**src/rtl/core/efps_pkg.sv**
```systemverilog
`timescale 1ns / 1ps
`default_nettype none

package efps_pkg;

    localparam int KIND_W   = 3;
    localparam int PRIO_W   = 8;
    localparam int SEL_W    = 8;
    localparam int MASK_W   = 16;
    localparam int ID_OUT_W = 4;
    localparam int EV_OUT_W = 16;

    typedef enum logic [KIND_W-1:0] {
        KIND_CLEAR_ALL = 3'd0,
        KIND_ADD       = 3'd1,
        KIND_SET_EV    = 3'd2,
        KIND_CLR_EV    = 3'd3,
        KIND_DISPATCH  = 3'd4
    } kind_t;

    localparam logic STATUS_OK     = 1'b0;
    localparam logic STATUS_REJECT = 1'b1;

endpackage

`default_nettype wire

```
**src/rtl/core/efps_ram.sv**
```systemverilog
`timescale 1ns / 1ps
`default_nettype none

module efps_ram #(
    parameter int DEPTH  = 16,
    parameter int DATA_W = 16,
    localparam int ADDR_W = (DEPTH > 1) ? $clog2(DEPTH) : 1
) (
    input  wire logic              clk,
    input  wire logic              we,
    input  wire logic [ADDR_W-1:0] waddr,
    input  wire logic [DATA_W-1:0] wdata,
    input  wire logic [ADDR_W-1:0] raddr,
    output logic      [DATA_W-1:0] rdata
);

    logic [DATA_W-1:0] mem [DEPTH];
    logic [DATA_W-1:0] rdata_reg;

    always_ff @(posedge clk)
    begin
        if (we)
        begin
            mem[waddr] <= wdata;
        end
        rdata_reg <= mem[raddr];
    end

    assign rdata = rdata_reg;

endmodule

`default_nettype wire

```
**src/rtl/core/efps_ctrl.sv**
```systemverilog
`timescale 1ns / 1ps
`default_nettype none

module efps_ctrl #(
    parameter int TASK_SLOTS = 16,
    parameter int EVENT_BITS = 16,
    localparam int SLOT_W  = $clog2(TASK_SLOTS),
    localparam int ENTRY_W = efps_pkg::PRIO_W + SLOT_W
) (
    input  wire logic                          clk,
    input  wire logic                          rst_n,
    input  wire logic                          start,
    input  wire logic [efps_pkg::KIND_W-1:0]   kind,
    input  wire logic [efps_pkg::PRIO_W-1:0]   priority_in,
    input  wire logic                          handler_valid,
    input  wire logic [efps_pkg::SEL_W-1:0]    task_sel,
    input  wire logic [efps_pkg::MASK_W-1:0]   event_mask,
    output logic                               busy,
    output logic                               done,
    output logic                               status,
    output logic [efps_pkg::ID_OUT_W-1:0]      task_out,
    output logic [efps_pkg::EV_OUT_W-1:0]      events_out,
    output logic                               ord_we,
    output logic [SLOT_W-1:0]                  ord_waddr,
    output logic [ENTRY_W-1:0]                 ord_wdata,
    output logic [SLOT_W-1:0]                  ord_raddr,
    input  wire logic [ENTRY_W-1:0]            ord_rdata,
    output logic                               ev_we,
    output logic [SLOT_W-1:0]                  ev_waddr,
    output logic [EVENT_BITS-1:0]              ev_wdata,
    output logic [SLOT_W-1:0]                  ev_raddr,
    input  wire logic [EVENT_BITS-1:0]         ev_rdata
);

    localparam int CNT_W    = $clog2(TASK_SLOTS + 1);
    localparam int PRIO_W   = efps_pkg::PRIO_W;
    localparam int SEL_W    = efps_pkg::SEL_W;
    localparam int ID_OUT_W = efps_pkg::ID_OUT_W;
    localparam int EV_OUT_W = efps_pkg::EV_OUT_W;

    typedef enum logic [6:0] {
        ST_IDLE    = 7'b0000001,
        ST_INS_RD  = 7'b0000010,
        ST_INS_CHK = 7'b0000100,
        ST_EV_MOD  = 7'b0001000,
        ST_SC_RD   = 7'b0010000,
        ST_SC_CHK  = 7'b0100000,
        ST_DSP_CLR = 7'b1000000
    } state_t;

    state_t                  state_reg, state_next;
    logic [CNT_W-1:0]        count_reg, count_next;
    logic [TASK_SLOTS-1:0]   pend_reg, pend_next;
    logic [SLOT_W-1:0]       pos_reg, pos_next;
    logic [SLOT_W-1:0]       id_reg, id_next;
    logic [PRIO_W-1:0]       prio_reg, prio_next;
    logic [EVENT_BITS-1:0]   mask_reg, mask_next;
    logic                    op_set_reg, op_set_next;
    logic                    done_reg, done_next;
    logic                    status_reg, status_next;
    logic [ID_OUT_W-1:0]     task_out_reg, task_out_next;
    logic [EV_OUT_W-1:0]     events_out_reg, events_out_next;

    logic [PRIO_W-1:0]       rd_prio;
    logic [SLOT_W-1:0]       rd_id;
    logic [EVENT_BITS-1:0]   ev_mod;

    assign rd_prio = ord_rdata[ENTRY_W-1 -: PRIO_W];
    assign rd_id   = ord_rdata[SLOT_W-1:0];
    assign ev_mod  = op_set_reg ? (ev_rdata | mask_reg) : (ev_rdata & ~mask_reg);

    always_comb
    begin
        state_next      = state_reg;
        count_next      = count_reg;
        pend_next       = pend_reg;
        pos_next        = pos_reg;
        id_next         = id_reg;
        prio_next       = prio_reg;
        mask_next       = mask_reg;
        op_set_next     = op_set_reg;
        done_next       = 1'b0;
        status_next     = efps_pkg::STATUS_OK;
        task_out_next   = '0;
        events_out_next = '0;
        ord_we          = 1'b0;
        ord_waddr       = pos_reg;
        ord_wdata       = {prio_reg, id_reg};
        ord_raddr       = pos_reg - SLOT_W'(1);
        ev_we           = 1'b0;
        ev_waddr        = id_reg;
        ev_wdata        = '0;
        ev_raddr        = id_reg;

        unique case (state_reg)
            ST_IDLE:
            begin
                if (start)
                begin
                    done_next   = 1'b1;
                    status_next = efps_pkg::STATUS_REJECT;
                    unique case (kind)
                        efps_pkg::KIND_CLEAR_ALL:
                        begin
                            count_next  = '0;
                            pend_next   = '0;
                            status_next = efps_pkg::STATUS_OK;
                        end
                        efps_pkg::KIND_ADD:
                        begin
                            if (handler_valid && count_reg != CNT_W'(TASK_SLOTS))
                            begin
                                done_next   = 1'b0;
                                status_next = efps_pkg::STATUS_OK;
                                id_next     = count_reg[SLOT_W-1:0];
                                pos_next    = count_reg[SLOT_W-1:0];
                                prio_next   = priority_in;
                                ev_we       = 1'b1;
                                ev_waddr    = count_reg[SLOT_W-1:0];
                                state_next  = ST_INS_RD;
                            end
                        end
                        efps_pkg::KIND_SET_EV, efps_pkg::KIND_CLR_EV:
                        begin
                            if (task_sel < SEL_W'(count_reg))
                            begin
                                done_next   = 1'b0;
                                status_next = efps_pkg::STATUS_OK;
                                id_next     = task_sel[SLOT_W-1:0];
                                ev_raddr    = task_sel[SLOT_W-1:0];
                                op_set_next = (kind == efps_pkg::KIND_SET_EV);
                                mask_next   = EVENT_BITS'(event_mask);
                                state_next  = ST_EV_MOD;
                            end
                        end
                        efps_pkg::KIND_DISPATCH:
                        begin
                            if (|pend_reg)
                            begin
                                done_next   = 1'b0;
                                status_next = efps_pkg::STATUS_OK;
                                pos_next    = '0;
                                state_next  = ST_SC_RD;
                            end
                        end
                        default:
                        begin
                            status_next = efps_pkg::STATUS_REJECT;
                        end
                    endcase
                end
            end
            ST_INS_RD:
            begin
                if (pos_reg == '0)
                begin
                    ord_we        = 1'b1;
                    count_next    = count_reg + CNT_W'(1);
                    done_next     = 1'b1;
                    task_out_next = ID_OUT_W'(id_reg);
                    state_next    = ST_IDLE;
                end
                else
                begin
                    state_next = ST_INS_CHK;
                end
            end
            ST_INS_CHK:
            begin
                ord_we = 1'b1;
                if (rd_prio > prio_reg)
                begin
                    ord_wdata  = ord_rdata;
                    pos_next   = pos_reg - SLOT_W'(1);
                    state_next = ST_INS_RD;
                end
                else
                begin
                    count_next    = count_reg + CNT_W'(1);
                    done_next     = 1'b1;
                    task_out_next = ID_OUT_W'(id_reg);
                    state_next    = ST_IDLE;
                end
            end
            ST_EV_MOD:
            begin
                ev_we             = 1'b1;
                ev_wdata          = ev_mod;
                pend_next[id_reg] = |ev_mod;
                done_next         = 1'b1;
                state_next        = ST_IDLE;
            end
            ST_SC_RD:
            begin
                ord_raddr  = pos_reg;
                state_next = ST_SC_CHK;
            end
            ST_SC_CHK:
            begin
                if (pend_reg[rd_id])
                begin
                    id_next    = rd_id;
                    ev_raddr   = rd_id;
                    state_next = ST_DSP_CLR;
                end
                else
                begin
                    pos_next   = pos_reg + SLOT_W'(1);
                    state_next = ST_SC_RD;
                end
            end
            ST_DSP_CLR:
            begin
                ev_we             = 1'b1;
                pend_next[id_reg] = 1'b0;
                done_next         = 1'b1;
                task_out_next     = ID_OUT_W'(id_reg);
                events_out_next   = EV_OUT_W'(ev_rdata);
                state_next        = ST_IDLE;
            end
            default:
            begin
                state_next = ST_IDLE;
            end
        endcase
    end

    always_ff @(posedge clk or negedge rst_n)
    begin
        if (!rst_n)
        begin
            state_reg      <= ST_IDLE;
            count_reg      <= '0;
            pend_reg       <= '0;
            done_reg       <= 1'b0;
            status_reg     <= efps_pkg::STATUS_OK;
            task_out_reg   <= '0;
            events_out_reg <= '0;
        end
        else
        begin
            state_reg      <= state_next;
            count_reg      <= count_next;
            pend_reg       <= pend_next;
            done_reg       <= done_next;
            status_reg     <= status_next;
            task_out_reg   <= task_out_next;
            events_out_reg <= events_out_next;
        end
    end

    always_ff @(posedge clk)
    begin
        pos_reg    <= pos_next;
        id_reg     <= id_next;
        prio_reg   <= prio_next;
        mask_reg   <= mask_next;
        op_set_reg <= op_set_next;
    end

    assign busy       = (state_reg != ST_IDLE);
    assign done       = done_reg;
    assign status     = status_reg;
    assign task_out   = task_out_reg;
    assign events_out = events_out_reg;

endmodule

`default_nettype wire

```
**src/rtl/core/event_flag_priority_scheduler_unit.sv**
```systemverilog
// Event-flag priority scheduler.
// Request channel: drive kind and its operands with start; a request is taken
// at a clock edge where start is high and busy is low. Operands are sampled
// only at that edge.
// Result channel: done pulses for one cycle with status, task_out and
// events_out. Every request gives exactly one result; the receiver must take
// it in that cycle, it cannot hold the block off.
// What each request does from the accepting edge to done:
//   clear all, any rejected request: the result follows in the next cycle
//   set events, clear events: read the task's flags, then write them back
//   add: clear the new task's flags, then walk the order list from the tail,
//        moving each listed task with a larger priority value down one place
//   dispatch: scan from the head to the first pending task, clear its flags
// One request is in flight at a time; busy stays high until the cycle in
// which done is shown. The walk over the order list, one entry per read and
// compare pair because the memory read is registered, sets the add and
// dispatch times.
// Reset empties the task table and all pending flags at once; the block takes
// a request in the first cycle after reset is released.
`timescale 1ns / 1ps
`default_nettype none

module event_flag_priority_scheduler_unit #(
    parameter int TASK_SLOTS = 16,
    parameter int EVENT_BITS = 16
) (
    input  wire logic                          clk,
    input  wire logic                          rst_n,
    input  wire logic                          start,
    output logic                               busy,
    input  wire logic [efps_pkg::KIND_W-1:0]   kind,
    input  wire logic [efps_pkg::PRIO_W-1:0]   priority_in,
    input  wire logic                          handler_valid,
    input  wire logic [efps_pkg::SEL_W-1:0]    task_sel,
    input  wire logic [efps_pkg::MASK_W-1:0]   event_mask,
    output logic                               done,
    output logic                               status,
    output logic [efps_pkg::ID_OUT_W-1:0]      task_out,
    output logic [efps_pkg::EV_OUT_W-1:0]      events_out
);

    localparam int SLOT_W  = $clog2(TASK_SLOTS);
    localparam int ENTRY_W = efps_pkg::PRIO_W + SLOT_W;

    logic                  ord_we;
    logic [SLOT_W-1:0]     ord_waddr;
    logic [ENTRY_W-1:0]    ord_wdata;
    logic [SLOT_W-1:0]     ord_raddr;
    logic [ENTRY_W-1:0]    ord_rdata;
    logic                  ev_we;
    logic [SLOT_W-1:0]     ev_waddr;
    logic [EVENT_BITS-1:0] ev_wdata;
    logic [SLOT_W-1:0]     ev_raddr;
    logic [EVENT_BITS-1:0] ev_rdata;

    efps_ram #(
        .DEPTH  (TASK_SLOTS),
        .DATA_W (ENTRY_W)
    ) u_order_ram (
        .clk   (clk),
        .we    (ord_we),
        .waddr (ord_waddr),
        .wdata (ord_wdata),
        .raddr (ord_raddr),
        .rdata (ord_rdata)
    );

    efps_ram #(
        .DEPTH  (TASK_SLOTS),
        .DATA_W (EVENT_BITS)
    ) u_event_ram (
        .clk   (clk),
        .we    (ev_we),
        .waddr (ev_waddr),
        .wdata (ev_wdata),
        .raddr (ev_raddr),
        .rdata (ev_rdata)
    );

    efps_ctrl #(
        .TASK_SLOTS (TASK_SLOTS),
        .EVENT_BITS (EVENT_BITS)
    ) u_ctrl (
        .clk           (clk),
        .rst_n         (rst_n),
        .start         (start),
        .kind          (kind),
        .priority_in   (priority_in),
        .handler_valid (handler_valid),
        .task_sel      (task_sel),
        .event_mask    (event_mask),
        .busy          (busy),
        .done          (done),
        .status        (status),
        .task_out      (task_out),
        .events_out    (events_out),
        .ord_we        (ord_we),
        .ord_waddr     (ord_waddr),
        .ord_wdata     (ord_wdata),
        .ord_raddr     (ord_raddr),
        .ord_rdata     (ord_rdata),
        .ev_we         (ev_we),
        .ev_waddr      (ev_waddr),
        .ev_wdata      (ev_wdata),
        .ev_raddr      (ev_raddr),
        .ev_rdata      (ev_rdata)
    );

endmodule

`default_nettype wire

```
**config.mk**
```make
export PLATFORM = sky130hd
export DESIGN_NAME = event_flag_priority_scheduler_unit
export DESIGN_NICKNAME = d
export VERILOG_FILES = /design/src/rtl/core/efps_pkg.sv /design/src/rtl/core/efps_ram.sv /design/src/rtl/core/efps_ctrl.sv /design/src/rtl/core/event_flag_priority_scheduler_unit.sv
export SDC_FILE = /design/constraint.sdc
export NUM_CORES = 1
export LEC_CHECK = 0
export BUFFER_PORTS_ARGS = -buffer_cell sky130_fd_sc_hd__buf_2
export CAP_MARGIN = 25
export CORE_MARGIN = 3
export CORE_UTILIZATION = 35
export DETAILED_ROUTE_END_ITERATION = 10
export PLACE_DENSITY = 0.58
export SYNTH_ARGS = -nofsm -noshare
export SYNTH_HDL_FRONTEND = slang
export SYNTH_HIERARCHICAL = 1
export SYNTH_SLANG_ARGS = --single-unit
export TNS_END_PERCENT = 1
```
**constraint.sdc**
```tcl
create_clock -name clk -period 5.2 [get_ports clk]
set_input_delay 0.26 -clock clk [delete_from_list [all_inputs] [get_ports clk]]
set_output_delay 0.26 -clock clk [all_outputs]
set_load 0.02 [all_outputs]
```
==> key figures, run 1 <==
Setup path
  • R2r startpoint: u_ctrl/state_reg[2]
  • Worst Setup SP: u_ctrl/state_reg[2]
  • Worst Path Arrival: 4260 ps
  • Worst Path Buf+Inv: 1
  • Worst reg-to-reg setup slack: 1140 ps
  • Worst-path cell chain: or4_4 -> nor2_4 -> nand2_2 -> nor3_2 -> buf_4 -> mux2_2 -> or3b_2 -> nor2_2
  • Startpoint type of the worst setup path: flop
  • CP delay by family, top: simple AND/OR/NAND/NOR gates
  • R2R Path End: u_event_ram/mem[2][12]
  • Crit path largest cell delay: 810 ps
  • R2r worst-path depth: 8
  • Critical path required time: 5400 ps
  • Crit Path Class: flop to flop
  • Slowest CP cell: nor2_2
  • Largest fanout on the critical path: 16
  • CP endpoint kind: flop

Power
  • Power, Total: 9.59 mW
  • Leakage: 8.85 nW
  • Max VDD drop: 271 uV
  • P per Cell Area: 362 nW/um2

Logic synthesis
  • EDFF count, synth: 481
  • Async set or reset register ratio after synthesis: 0.0894
  • Avg Inst Size Synth: 17.9 um2
  • YS warnings: 6
  • Post-Syn Nets: 1331
  • Cell count after synthesis: 1275
  • Ys flop type: edfxtp_1
  • Synth Register Bits: 559
  • Register area share after synthesis: 0.713
  • Area of the mapped netlist: 22800 um2
  • Distinct cells, synth: 75

Layout
  • Most frequent cells in the layout: 481 x edfxtp_1, 95 x mux4_2, 90 x nand2_1
  • Area delta synth->final: 16.3%
  • Share of cells above drive strength 1: 0.243
  • Final #Nets: 1470
  • Largest register by flop count: u_event_ram/mem
  • Max reg flops: 256
  • Design area: 26500 um2
  • Most common cell after layout, fill and taps aside: edfxtp_1
  • Regs by FF count: u_event_ram/mem x256, u_order_ram/mem x192
  • Antenna cells: 0

Timing
  • Period utilization: 0.781
  • Max-Slew Margin vs Limit: 0.308
  • Clock Skews: 47.8 ps
  • Least-Margin Pin Slew: 1040 ps
  • RSZ-0062 raised after global routing: no
  • Fmax: 0.246 GHz
  • Period minus WS final: 4060 ps
  • Final Hold Viols: 0
  • Slew Limit Fails: 0
  • Final Setup Violations: 0
  • Setup_tns: 0 ps
  • Worst Slack Setup Final: 1140 ps

Drt
  • Initial DRC Count: 1144
  • DR vias/cell: 5.29
  • Post-DRT Antenna Nets: 0
  • Iteration count of the initial detailed-routing pass: 5
  • Residual DRC: 0
  • Final WL: 52000 um
  • Routed vias: 12200
  • DR WL/cell: 22.5 um

Clock network
  • CTS resizes: 0
  • Bufs on Longest Clock Path: 3
  • Number of buffers inserted during clock tree synthesis: 58
  • # Post-CTS Setup Buffers: 0
  • CTS H-Tree Depth: 2
  • CTS tree: yes
  • Root Buffer: clkbuf_16
  • Clock transition at path regs: 60 ps
  • CTS sink cnt: 559
  • Clk Latency, worst-skew pair: 620 ps

Die
  • Core footprint: 63800 um2
  • Initial Utilization: 0.357
  • Die width: 261 um
  • Rows: 92
  • Num ports: 62
  • Die Y: 261 um
  • Die Area: 68200 um2

Global routing
  • Initial antenna violation count: 0
  • Total Routing Usage GR: 0.152
  • Global route overflow: 0
  • Number of global-route vias before repair: 12300
  • First-pass GRT wire length: 77800 um
  • Largest net degree at the start of global routing: 65

Place
  • Gp weighted congestion: 0.840
  • IO Port Bufs: 61
  • Detail Placement HPWL: 31100 um
  • Pre-CTS setup slack: 1190 ps
  • DP Area: 24300 um2

Min path
  • Hold Path End: u_ctrl/status
  • HP Class: input port to flop
  • Hold Path Cell Cnt: 3
  • HP Start: start

Flow run
  • Max-cap check violation count: 0

Outcome
  • Status: completed
-- where the power goes --
part           total [mW]  switching (mW)  leakage [nW]  internal [mW]
Sequential           4.97          0.0871          5.11           4.88
Combinational       0.571           0.305          2.83          0.266
Clock                4.05            1.70         0.907           2.34
Total                9.59            2.10          8.85           7.49
-- timing repair --
item	4_1_cts	5_1_grt
hold endpoints to repair	73	0
endpoints found under the setup margin	0	0
hold buffers	25	0
-- stage by stage --
step / util / hold slack (ps) / cells
after floorplan: - / -35.6 / 1275
after global placement: 0.381 / 426 / 2163
after detailed placement: 0.381 / 438 / 2167
after CTS: 0.415 / 16.7 / 2302
after global routing: 0.416 / 55.4 / 2310
final: 0.416 / 68.5 / 2310
-- kinds of logic after synthesis --
family          Yosys count  synth area share
compound gates          175            0.0529
xor+xnor                  6           0.00231
fa+ha+maj                17           0.00933
mux                     148             0.136
simple gates            287            0.0678
buf+inv                  83            0.0184
flops                   559             0.713
-- final cells by class --
type | instances | area [um2]
clock buffer | 81 | 1590
inverter | 19 | 71.3
tap | 846 | 1060
timing repair buffer | 143 | 1020
sequential | 559 | 16300
multi-input combinational | 633 | 6220
fill | 5632 | 37300
clock inverter | 29 | 294
-- cell usage after synthesis, drive strengths merged, types with 23 or more instances --
library cell,instances,area share
dfrtp,49,0.054
a22oi,56,0.018
a21oi,29,0.0065
buf,26,0.0090
nand2b,32,0.0088
nor2,45,0.0077
edfxtp,481,0.63
dfxtp,28,0.025
nand2,91,0.015
mux4,120,0.12
o21ai,23,0.0052
clkbuf,38,0.0063
-- layer usage --
metal / track usage / routed length (um) / up-vias
li1: - / - / 5427
met1: 0.220 / 23500 / 6389
met2: 0.239 / 24400 / 332
met3: 0.0241 / 2790 / 79
met4: 0.0439 / 1270 / 0
met5: 0 / 0 / -
-- worst reg2reg max path: stages (launching register included) --
cell and delay (ps):
dfrtp_1 460, or4_4 620, nor2_4 170, nand2_2 150, nor3_2 200, buf_4 270, mux2_2 400, or3b_2 550
nor2_2 810
-- worst max-delay path by stage --
stage	to	slack [ps]	cells after the start
detailed placement	u_event_ram/mem[2][10]	1190	8
finish	u_event_ram/mem[2][12]	1140	8
global route	u_event_ram/rdata[6]	980	11
floorplan	u_event_ram/mem[0][0]	750	9
global placement	u_event_ram/mem[2][10]	1320	8
CTS	u_event_ram/mem[2][9]	1130	8
No activity file was read; power rests on OpenSTA's default activity.
==> run 2: changes to the inputs <==
ABC_AREA = 1   (was not set)
clock period = 3.75 ns   (was 5.2 ns; I/O delays follow)
==> run 2 against run 1 <==
Against the previous run:
- clock power is 49% higher
- via count grew 44%
- critical path depth increased by 7
- global-route usage increased by 1.5 points
- maximum frequency grew 27%
- cell count increased by 59%
- count of clock-buffer cells in the layout grew 8
- cell area increased by 8.9%
- clock skew up 5.7 ps
- critical path type unchanged
- combinational power increased to 18 times the previous value
- flip-flop and latch count is the same
==> key figures, run 2 <==
Layout
  • Filler Cell Count: 6659
  • Regs by FF count: u_event_ram/mem x256, u_order_ram/mem x192
  • Most frequent cells in the layout: 760 x nand2_1, 481 x edfxtp_1, 447 x inv_1
  • Final core occ: 0.411
  • Antenna cells: 0
  • Largest register by flop count: u_event_ram/mem
  • Max reg flops: 256
  • Share of cells above drive strength 1: 0.102
  • Area delta synth->final: 15.7%
  • Most common cell after layout, fill and taps aside: nand2_1
  • Final #Nets: 2730

Logic synthesis
  • Cell count after synthesis: 2561
  • Ys flop type: edfxtp_1
  • Synth top area share: 0.579
  • YS warnings: 6
  • Distinct cells, synth: 42
  • Async set or reset register ratio after synthesis: 0.0894
  • Yosys top cell by area: edfxtp_1
  • EDFF count, synth: 481
  • Largest cells by area after synthesis: edfxtp_1 58%, nand2_1 11%, nand3_1 7.6%
  • Avg Inst Size Synth: 9.74 um2
  • Synth Register Bits: 559
  • Post-Syn Nets: 2617
  • Area of the mapped netlist: 24900 um2
  • Commonest cells in the netlist: 760 x nand2_1, 481 x edfxtp_1, 447 x inv_1
  • Most frequent cell after synthesis: nand2_1
  • Register area share after synthesis: 0.652

Global routing
  • GRT busiest layer: met2
  • Global-route met1 utilization: 0.234
  • Number of global-route vias before repair: 16800
  • First-pass GRT wire length: 97300 um
  • Global route overflow: 0
  • Initial antenna violation count: 0
  • Met3 Use GR: 0.0219
  • Largest net degree at the start of global routing: 129
  • Total Routing Usage GR: 0.167
  • Met2 Use GR: 0.275

Power
  • Leakage: 12.7 nW
  • Clk pwr share: 0.249
  • Pint: 14.1 mW
  • Switching part of the total power: 0.419
  • Flop pwr share: 0.317
  • Sw power: 10.1 mW
  • Max VDD drop: 1140 uV
  • P per Cell Area: 837 nW/um2
  • Logic pwr share: 0.433
  • Power, Total: 24.2 mW

Setup path
  • Crit Path Class: flop to flop
  • Worst Path Arrival: 3700 ps
  • Startpoint type of the worst setup path: flop
  • R2r startpoint: u_ctrl/count_reg[4]
  • CP endpoint kind: flop
  • Largest fanout on the critical path: 56
  • Worst Setup SP: u_ctrl/count_reg[4]
  • Critical path required time: 4260 ps
  • Slowest CP cell: buf_4
  • CP most frequent cell: nand2_1
  • Worst-path cell chain: inv_1 -> ha_1 -> nor4_2 -> nand2_1 -> nand2_1 -> nand3_1 -> nand2_1 -> nand3_4 -> clkinv_2 -> buf_4 -> nand2_1 -> nand3_1 -> nand3_1 -> nand3_1 -> nand2_1
  • Crit path largest cell delay: 500 ps
  • CP delay by family, top: simple AND/OR/NAND/NOR gates
  • Worst Path Buf+Inv: 3

Drt
  • Routed vias: 17600
  • Post-DRT Antenna Nets: 0
  • Initial DRC Count: 1576
  • Iteration count of the initial detailed-routing pass: 5
  • Final WL: 62800 um
  • DR vias/cell: 4.81
  • Residual DRC: 0
  • DR WL/cell: 17.1 um

Min path
  • HP Start: kind[2]
  • HP Class: input port to flop

Clock network
  • CTS sink cnt: 559
  • CTS tree: yes
  • Root Buffer: clkbuf_16
  • Bufs on Longest Clock Path: 3
  • Number of buffers inserted during clock tree synthesis: 58
  • Clock transition at path regs: 60 ps
  • CTS H-Tree Depth: 2
  • Clk Latency, worst-skew pair: 640 ps
  • # Post-CTS Setup Buffers: 0

Timing
  • Least-Margin Pin Slew: 994 ps
  • Max-Slew Margin vs Limit: 0.335
  • Slew Limit Fails: 0
  • RSZ-0062 raised after global routing: no
  • Setup_tns: 0 ps
  • Period utilization: 0.851
  • Period minus WS final: 3190 ps
  • Clock Skews: 53.4 ps
  • Worst Slack Setup Final: 559 ps
  • Final Setup Violations: 0
  • Fin Hold WS: 56.0 ps
  • Fmax: 0.313 GHz
  • Final Hold Viols: 0

Die
  • Rows: 97
  • Die Area: 74500 um2
  • Die width: 273 um
  • Initial Utilization: 0.355
  • Num ports: 62
  • Core footprint: 70300 um2
  • Die Y: 273 um

Outcome
  • Status: completed

Place
  • IO Port Bufs: 61
  • Detail Placement HPWL: 37200 um
  • Gp weighted congestion: 0.887
  • Pre-CTS setup slack: 258 ps

Flow run
  • Max-cap check violation count: 0
==> run 2: cell types whose count changed after synthesis, moves of 20 or more <==
cell,change
o21ai_0,+25
nand2b_1,-32
mux4_2,-95
nand2_1,+670
mux4_1,-25
a22oi_1,-55
nand3_1,+362
mux2_2,-20
inv_1,+428
buf_2,+37
nor2_1,+90
==> run 2: worst paths after layout <==
check / to / depth (start not counted) / slack [ps]
max in group asynchronous: u_ctrl/events_out[14] / 3 / 3120
max: u_event_ram/rdata[5] / 15 / 560
min reg2reg: u_ctrl/events_out[15] / 2 / 470
min: u_ctrl/status / 5 / 60
max reg2reg: u_event_ram/rdata[5] / 15 / 560
min in group asynchronous: u_ctrl/pend_reg[4] / 2 / 90
==> run 2: repair_timing <==
action,4_1_cts,5_1_grt
hold buffers,26,0
resized for setup,0,1
setup endpoints to repair,0,8
endpoints found under the hold margin,75,0
==> run 2: final cells by class <==
cell class	count	area (um2)	share of cell area
flip-flops and latches	559	16300	0.563
multi-input cells	1435	6450	0.224
inverters	461	1730	0.0601
clock buffers	89	1730	0.0599
repair buffers	159	1190	0.0414
well taps	940	1180	0.0408
clock inverters	21	314	0.0109
==> run 2: logic make-up (layout without fill, tap and decap cells) <==
kind of cell               Yosys count  count (layout)  share of synthesized area
buffers and inverters              567             730                     0.0940
xor gates and xnor gates             5               5                    0.00176
DFF                                559             559                      0.652
and+or+nand+nor                   1313            1313                      0.222
adders and majority gates           17              17                    0.00853
AOI/OAI and AO/OA                  100             100                     0.0219
==> run 2: power groups by stage <==
stage,combinational [mW],sequential (mW),clock (mW)
after CTS,10.5,7.67,6.15
after global placement,10.2,7.80,0
after global routing,11.7,7.70,6.40
final,10.5,7.67,6.02
after detailed placement,10.4,7.80,0
after floorplan,7.65,7.61,0
==> run 2: worst min-delay path: stages <==
cell     delay [ps]
buf_2           130
inv_1            80
o21ai_0          80
nand2_1          90
inv_1            40
==> run 2: metrics by stage <==
stage	cell area, um2	cells
2_1_floorplan	24900	2561
3_5_place_dp	26500	3525
3_3_place_gp	26500	3523
5_1_grt	28900	3664
6_report	28900	3664
4_1_cts	28800	3661
==> run 2: per-layer routing <==
metal	part of all wire	routed length, um	vias up
li1	-	-	8475
met1	0.45	28300	8551
met2	0.47	29700	503
met3	0.055	3470	99
met4	0.022	1350	0
met5	0	0	-
==> run 3: changes to the inputs <==
CORE_UTILIZATION = 40   (was 35)
MAX_ROUTING_LAYER = met4   (was not set)
PLACE_DENSITY = 0.63   (was 0.58)
==> run 3 against run 2 <==
Against the previous run:
- sequential power about the same
- cell area decreased by 0.60%
- total power decreased by 0.27%
- worst setup slack improved by 98 ps
- clock power decreased by 3%
- maximum frequency increased by 3.2%
==> key figures, run 3 (synthesis gave the netlist of run 2 again) <==
Power
  • P per Cell Area: 840 nW/um2
  • Logic pwr share: 0.439
  • Power, Total: 24.1 mW
  • Pint: 13.9 mW
  • Clk pwr share: 0.242
  • Sw power: 10.2 mW
  • Max VDD drop: 977 uV
  • Leakage: 12.7 nW
  • Switching part of the total power: 0.422
  • Flop pwr share: 0.319

Place
  • Pre-CTS setup slack: 722 ps
  • DP Area: 26400 um2
  • IO Port Bufs: 61
  • Detail Placement HPWL: 38300 um
  • Placed cell count: 3419
  • Gp weighted congestion: 0.908

Global routing
  • Largest net degree at the start of global routing: 97
  • GRT busiest layer: met2
  • Met3 Use GR: 0.0254
  • Total Routing Usage GR: 0.193
  • Met2 Use GR: 0.319
  • First-pass GRT wire length: 97300 um
  • Number of global-route vias before repair: 17400
  • Global route overflow: 0
  • Initial antenna violation count: 0
  • Global-route met1 utilization: 0.249

Setup path
  • CP endpoint kind: flop
  • Startpoint type of the worst setup path: flop
  • Critical path required time: 4270 ps
  • Crit Path Class: flop to flop
  • Worst Path Arrival: 3610 ps
  • Largest fanout on the critical path: 84

Clock network
  • Number of buffers inserted during clock tree synthesis: 58
  • CTS sink cnt: 559
  • CTS tree: yes
  • CTS H-Tree Depth: 2
  • Clock transition at path regs: 60 ps
  • Root Buffer: clkbuf_16
  • Clk Latency, worst-skew pair: 650 ps
  • Bufs on Longest Clock Path: 3

Timing
  • Slew Limit Fails: 0
  • Final Hold Viols: 0
  • Period minus WS final: 3090 ps
  • Fmax: 0.323 GHz
  • Final Setup Violations: 0
  • Clock Skews: 48.1 ps
  • Least-Margin Pin Slew: 1100 ps
  • Fin Hold WS: 51.5 ps
  • Period utilization: 0.825
  • Setup_tns: 0 ps
  • Max-Slew Margin vs Limit: 0.261
  • RSZ-0062 raised after global routing: no
  • Worst Slack Setup Final: 657 ps

Drt
  • Post-DRT Antenna Nets: 0
  • DR vias/cell: 5.03
  • DR WL/cell: 17.5 um
  • Final WL: 62400 um
  • Iteration count of the initial detailed-routing pass: 6
  • Routed vias: 17900
  • Initial DRC Count: 1953
  • Residual DRC: 0

Min path
  • HP Class: input port to flop

Layout
  • Max reg flops: 256
  • Design area: 28700 um2
  • Final #Nets: 2737
  • Final core occ: 0.470
  • Antenna cells: 0
  • Share of cells above drive strength 1: 0.100
  • Most common cell after layout, fill and taps aside: nand2_1
  • Largest register by flop count: u_event_ram/mem
  • Most frequent cells in the layout: 760 x nand2_1, 481 x edfxtp_1, 447 x inv_1
  • Filler Cell Count: 5609
  • Area delta synth->final: 15.0%
  • Fin cells: 3557
  • Regs by FF count: u_event_ram/mem x256, u_order_ram/mem x192

Die
  • Die width: 256 um
  • Rows: 90
  • Core footprint: 61000 um2
  • Initial Utilization: 0.409
  • Die Area: 65400 um2
  • Die Y: 256 um
  • Num ports: 62

Flow run
  • Max-cap check violation count: 0

Outcome
  • Status: completed
## run 3: cell types whose count changed in the layout (fill, tap and decap cells not counted), sizes merged
cell,change
buf,+6
clkbuf,-4
clkinv,+1
clkinvlp,+1
inv,+1
## run 3: power groups by stage
stage,sequential [mW],combinational (mW),clock (mW)
final,7.69,10.6,5.83
after global placement,7.81,10.3,0
after global routing,7.72,11.7,6.20
after floorplan,7.61,7.65,0
after detailed placement,7.82,10.4,0
after CTS,7.69,10.5,5.94
## run 3: final timing paths
check                                           start                    end  slack, ps  cells after the start
worst max-delay path              u_ctrl/count_reg[2]   u_event_ram/rdata[2]        660                     20
min in group asynchronous                       rst_n    u_ctrl/pend_reg[13]         80                      2
worst max register to register    u_ctrl/count_reg[2]   u_event_ram/rdata[2]        660                     20
worst min-delay path                            start          u_ctrl/status         50                      5
worst min register to register  u_event_ram/rdata[14]  u_ctrl/events_out[14]        430                      2
max in group asynchronous                       rst_n   u_ctrl/events_out[8]       3160                      3
## run 3: repair_timing
action                    CTS  global route
hold endpoints to repair   75             0
hold buffers               26             0
gates resized for setup     0             0
setup buffers               0             0
## run 3: per-layer routing
| layer | share of wire | routed length [um] |
|---|---|---|
| met2 | 0.48 | 30100 |
| met3 | 0.058 | 3620 |
| met1 | 0.43 | 27000 |
| met5 | 0 | 0 |
| met4 | 0.027 | 1690 |
## run 3: cell type report
| cell class | instances | area, um2 | area share |
|---|---|---|---|
| flip-flops and latches | 559 | 16300 | 0.567 |
| multi-input cells | 1435 | 6440 | 0.225 |
| inverters | 461 | 1730 | 0.0604 |
| clock buffers | 84 | 1630 | 0.0568 |
| repair buffers | 166 | 1260 | 0.0439 |
| well taps | 828 | 1040 | 0.0361 |
| clock inverters | 24 | 325 | 0.0113 |
## run 3: worst max-delay path, cell delays in order, from the launching register on
cell and delay, ps:
dfrtp_1 490, inv_1 150, ha_1 300, nand2_1 50
inv_1 40, nand2_1 40, nand2_1 50, nand2_1 60
nand2_1 300, inv_1 110, nand2_1 100, nand3_1 60
nand2_1 110, nand3_4 110, clkinv_2 90, buf_12 270
nand2_1 110, nand3_1 90, nand3_1 130, nand3_1 130
nand2_1 70
